--- src/hdl/spdsq_dly.sv ---
// ----------------------------------------------------------------------------
// spdsq_dly
// Shift line that keeps side data aligned with the pipeline stages.
// ----------------------------------------------------------------------------
module spdsq_dly #(
  parameter int W = 8,
  parameter int N = 2
) (
  input  logic         clk,
  input  logic         rst_n,
  input  logic         en,
  input  logic [W-1:0] din,
  output logic [W-1:0] dout
);

  logic [W-1:0] sh_r [N];

  // advance one tap per enabled cycle
  always_ff @(posedge clk) begin
    if (!rst_n) begin
      for (int i = 0; i < N; i++) begin
        sh_r[i] <= '0;
      end
    end else if (en) begin
      sh_r[0] <= din;
      for (int i = 1; i < N; i++) begin
        sh_r[i] <= sh_r[i-1];
      end
    end
  end

  assign dout = sh_r[N-1];

endmodule

--- config.mk ---
export PLATFORM = sky130hd
export DESIGN_NAME = spdsq_dly
export DESIGN_NICKNAME = d
export VERILOG_FILES = /design/src/hdl/spdsq_dly.sv
export SDC_FILE = /design/constraint.sdc
export NUM_CORES = 1
export LEC_CHECK = 0
export BUFFER_PORTS_ARGS = -buffer_cell sky130_fd_sc_hd__buf_2
export CELL_PAD_IN_SITES_DETAIL_PLACEMENT = 0
export CELL_PAD_IN_SITES_GLOBAL_PLACEMENT = 1
export CORE_ASPECT_RATIO = 0.7
export CORE_MARGIN = 1.5
export CORE_UTILIZATION = 30
export DETAILED_ROUTE_END_ITERATION = 10
export PLACE_DENSITY = 0.71
export RECOVER_POWER = 25
export SKIP_CTS_REPAIR_TIMING = 1
export SYNTH_ARGS = -nofsm -noshare
export SYNTH_HDL_FRONTEND = slang
export SYNTH_SLANG_ARGS = --single-unit
--- constraint.sdc ---
create_clock -name clk -period 1.1 [get_ports clk]
set_clock_uncertainty 0.05 [all_clocks]
set_input_delay 0.11 -clock clk [delete_from_list [all_inputs] [get_ports clk]]
set_output_delay 0.11 -clock clk [all_outputs]
set_load 0.005 [all_outputs]
==> run summary <==
r2r endpoint: sh_r[0][13]
fraction of registers with async set/reset: 0%
register name with the most flops: sh_r
Multi-input gate area: 114 µm²
Nets: 70
Worst path slowest cell: edfxtp_1
worst hold slack: 0.0914 ns
GRT Total Usage: 8.69%
antenna violations before repair: 0
synthesized instance count: 43
deepest clock path buffer count: 2
antenna cells: 0
vias in the first global route: 332
Critical Path Fanout Max: 1
Compound-Gate Fraction of Synth Area: 0%
CP top delay family: flip-flops
Slew Limit Fails: 0
initial core utilization: 31.5%
setup TNS: 0 ns
sequential share of the synthesized area: 71.4%
CTS tree: yes
Crit. End Element: output port
I/O Buffers: 18
global-route wire length before repair: 1480 µm
Buf/Inv on CP: 1
total grt overflow: 0
post-synth top area cell: edfxtp_1
CP startpoint: sh_r[0][11]
H-tree lvl count: 1
largest family of logic cells by synthesized area: simple AND/OR/NAND/NOR gates
ys flop type: edfxtp_1
Tmin final: 0.954 ns
die area: 2540 µm²
Peak Freq: 1.05 GHz
Syn Area/Cell: 15.7 µm²
Clock Pin Slew Worst Setup and Hold Paths: 0.09 ns
slew margin rel.: 65.9%
biggest regs: sh_r (16)
synth unique cells: 6
CP endpoint: dout[3]
CP Data Arrival Time: 0.79 ns
drt initial violations: 3
mux contribution to synthesized area: 0%
kind of critical path: flop to output port
hold crit path type: input port to flop
synth cell count leaders: 16 x edfxtp_1, 10 x and3_1, 9 x buf_4, 6 x and3_2
count of final setup violators: 0
vias: 351
Power Dens Cells: 1450 nW/µm²
# IOs: 19
DRC Markers: 0
Inst Count DP: 86
max FFs per register: 16
drt total wl: 938 µm
final non-filler cell total: 90
WL per Instance: 10.4 µm
GP Congestion: 0.695
CTS sink count: 16
synth-to-layout area growth: 14.1%
fin crit share: 86.7%
yosys warns: 0
leakage power: 0.000366 µW
CP Launch Type: flop
row count: 14
slowest stage delay, CP: 0.38 ns
First-pass DRT Iterations: 4
pin count of the biggest net entering global routing: 18
root buffer cell: clkbuf_4
routed vias/inst: 3.90
RSZ-0062 raised after global routing: false
Worst VDD drop: 0.000548 V
Post-Synth Adder-Cell Area: 0%
post-synthesis simple-gate area fraction: 16.9%
R2R depth: 1
post-synthesis register bit count: 16
Num CTS Buffers: 3
Clk Latency, worst-skew pair: 0.28 ns
Cell Chain, Critical Path: buf_2
antenna viol nets, final: 0
area of the core: 2140 µm²
Synth area leaders: edfxtp_1 71%, buf_4 10%, and3_1 9.3%
syn_nets: 54
fill cell count: 234
R2R Setup Slk: 0.22 ns
share of cells above drive strength 1: 48.3%
Die Span Y: 42.6 µm
measured slew at the worst slew-check pin: 0.511 ns
Seq. cell area: 480 µm²
Worst EP required: 0.94 ns
top-count cell post-synth: edfxtp_1
critical path depth: 1
RR Startpoint: sh_r[0][5]
Yosys top cell area share: 71.4%
Synth Area in XOR/XNOR: 0%
Post-Syn Area: 673 µm²
MaxCap Viol Count: 0
number of synthesized flops with an enable pin: 16
Final Hold Viols: 0
outcome: finished clean
Chip Width: 59.6 µm
==> layer usage <==
metal,GRT usage [%],share of wire [%],vias to the layer above
li1,-,-,181
met5,0,0,-
met2,11.4,43,15
met1,11.0,46,155
met3,6.48,11,0
met4,2.67,0,0
==> kinds of logic after synthesis <==
family / Yosys count
buffers and inverters: 10
AND/OR/NAND/NOR: 17
flip-flops: 16
==> where the power goes <==
| group | total, µW | switching (µW) | leakage (µW) | internal (µW) |
|---|---|---|---|---|
| Clock | 303 | 172 | 0.0000154 | 132 |
| Sequential | 728 | 9.87 | 0.000175 | 718 |
| Combinational | 84.8 | 41.6 | 0.000176 | 43.1 |
==> cells in the final DEF (no fill, tap or decap) <==
cell / count
and3_1: 10
and3_2: 6
buf_2: 17
buf_4: 2
clkbuf_1: 2
clkbuf_4: 3
clkinv_1: 1
edfxtp_1: 16
nand2b_1: 1
==> cell type report <==
| class | instances | share of cell area, % |
|---|---|---|
| well taps | 32 | 5.21 |
| multi-input cells | 17 | 14.8 |
| flip-flops and latches | 16 | 62.5 |
| clock inverters | 1 | 0.489 |
| clock buffers | 3 | 2.93 |
| repair buffers | 21 | 14.0 |
==> worst min-delay path by stage <==
stage | from | to | slack (ns) | cells past startpoint
2_1_floorplan | din[2] | sh_r[0][2] | 0.30 | 1
5_1_grt | din[2] | sh_r[0][2] | 0.08 | 2
4_1_cts | din[7] | sh_r[0][7] | 0.08 | 2
6_report | din[7] | sh_r[0][7] | 0.09 | 2
3_3_place_gp | din[5] | sh_r[0][5] | 0.38 | 2
3_5_place_dp | din[7] | sh_r[0][7] | 0.38 | 2
==> stage by stage <==
stage          power (µW)  setup slack (ns)  instance area [µm²]  utilization, %
3_5_place_dp          831             0.130                  747            35.0
4_1_cts              1140             0.131                  773            36.2
2_1_floorplan         804             0.131                  673               -
5_1_grt              1170            0.0969                  768            35.9
3_3_place_gp          827             0.184                  747            35.0
6_report             1120             0.146                  768            35.9
No activity file was read; power rests on OpenSTA's default activity.
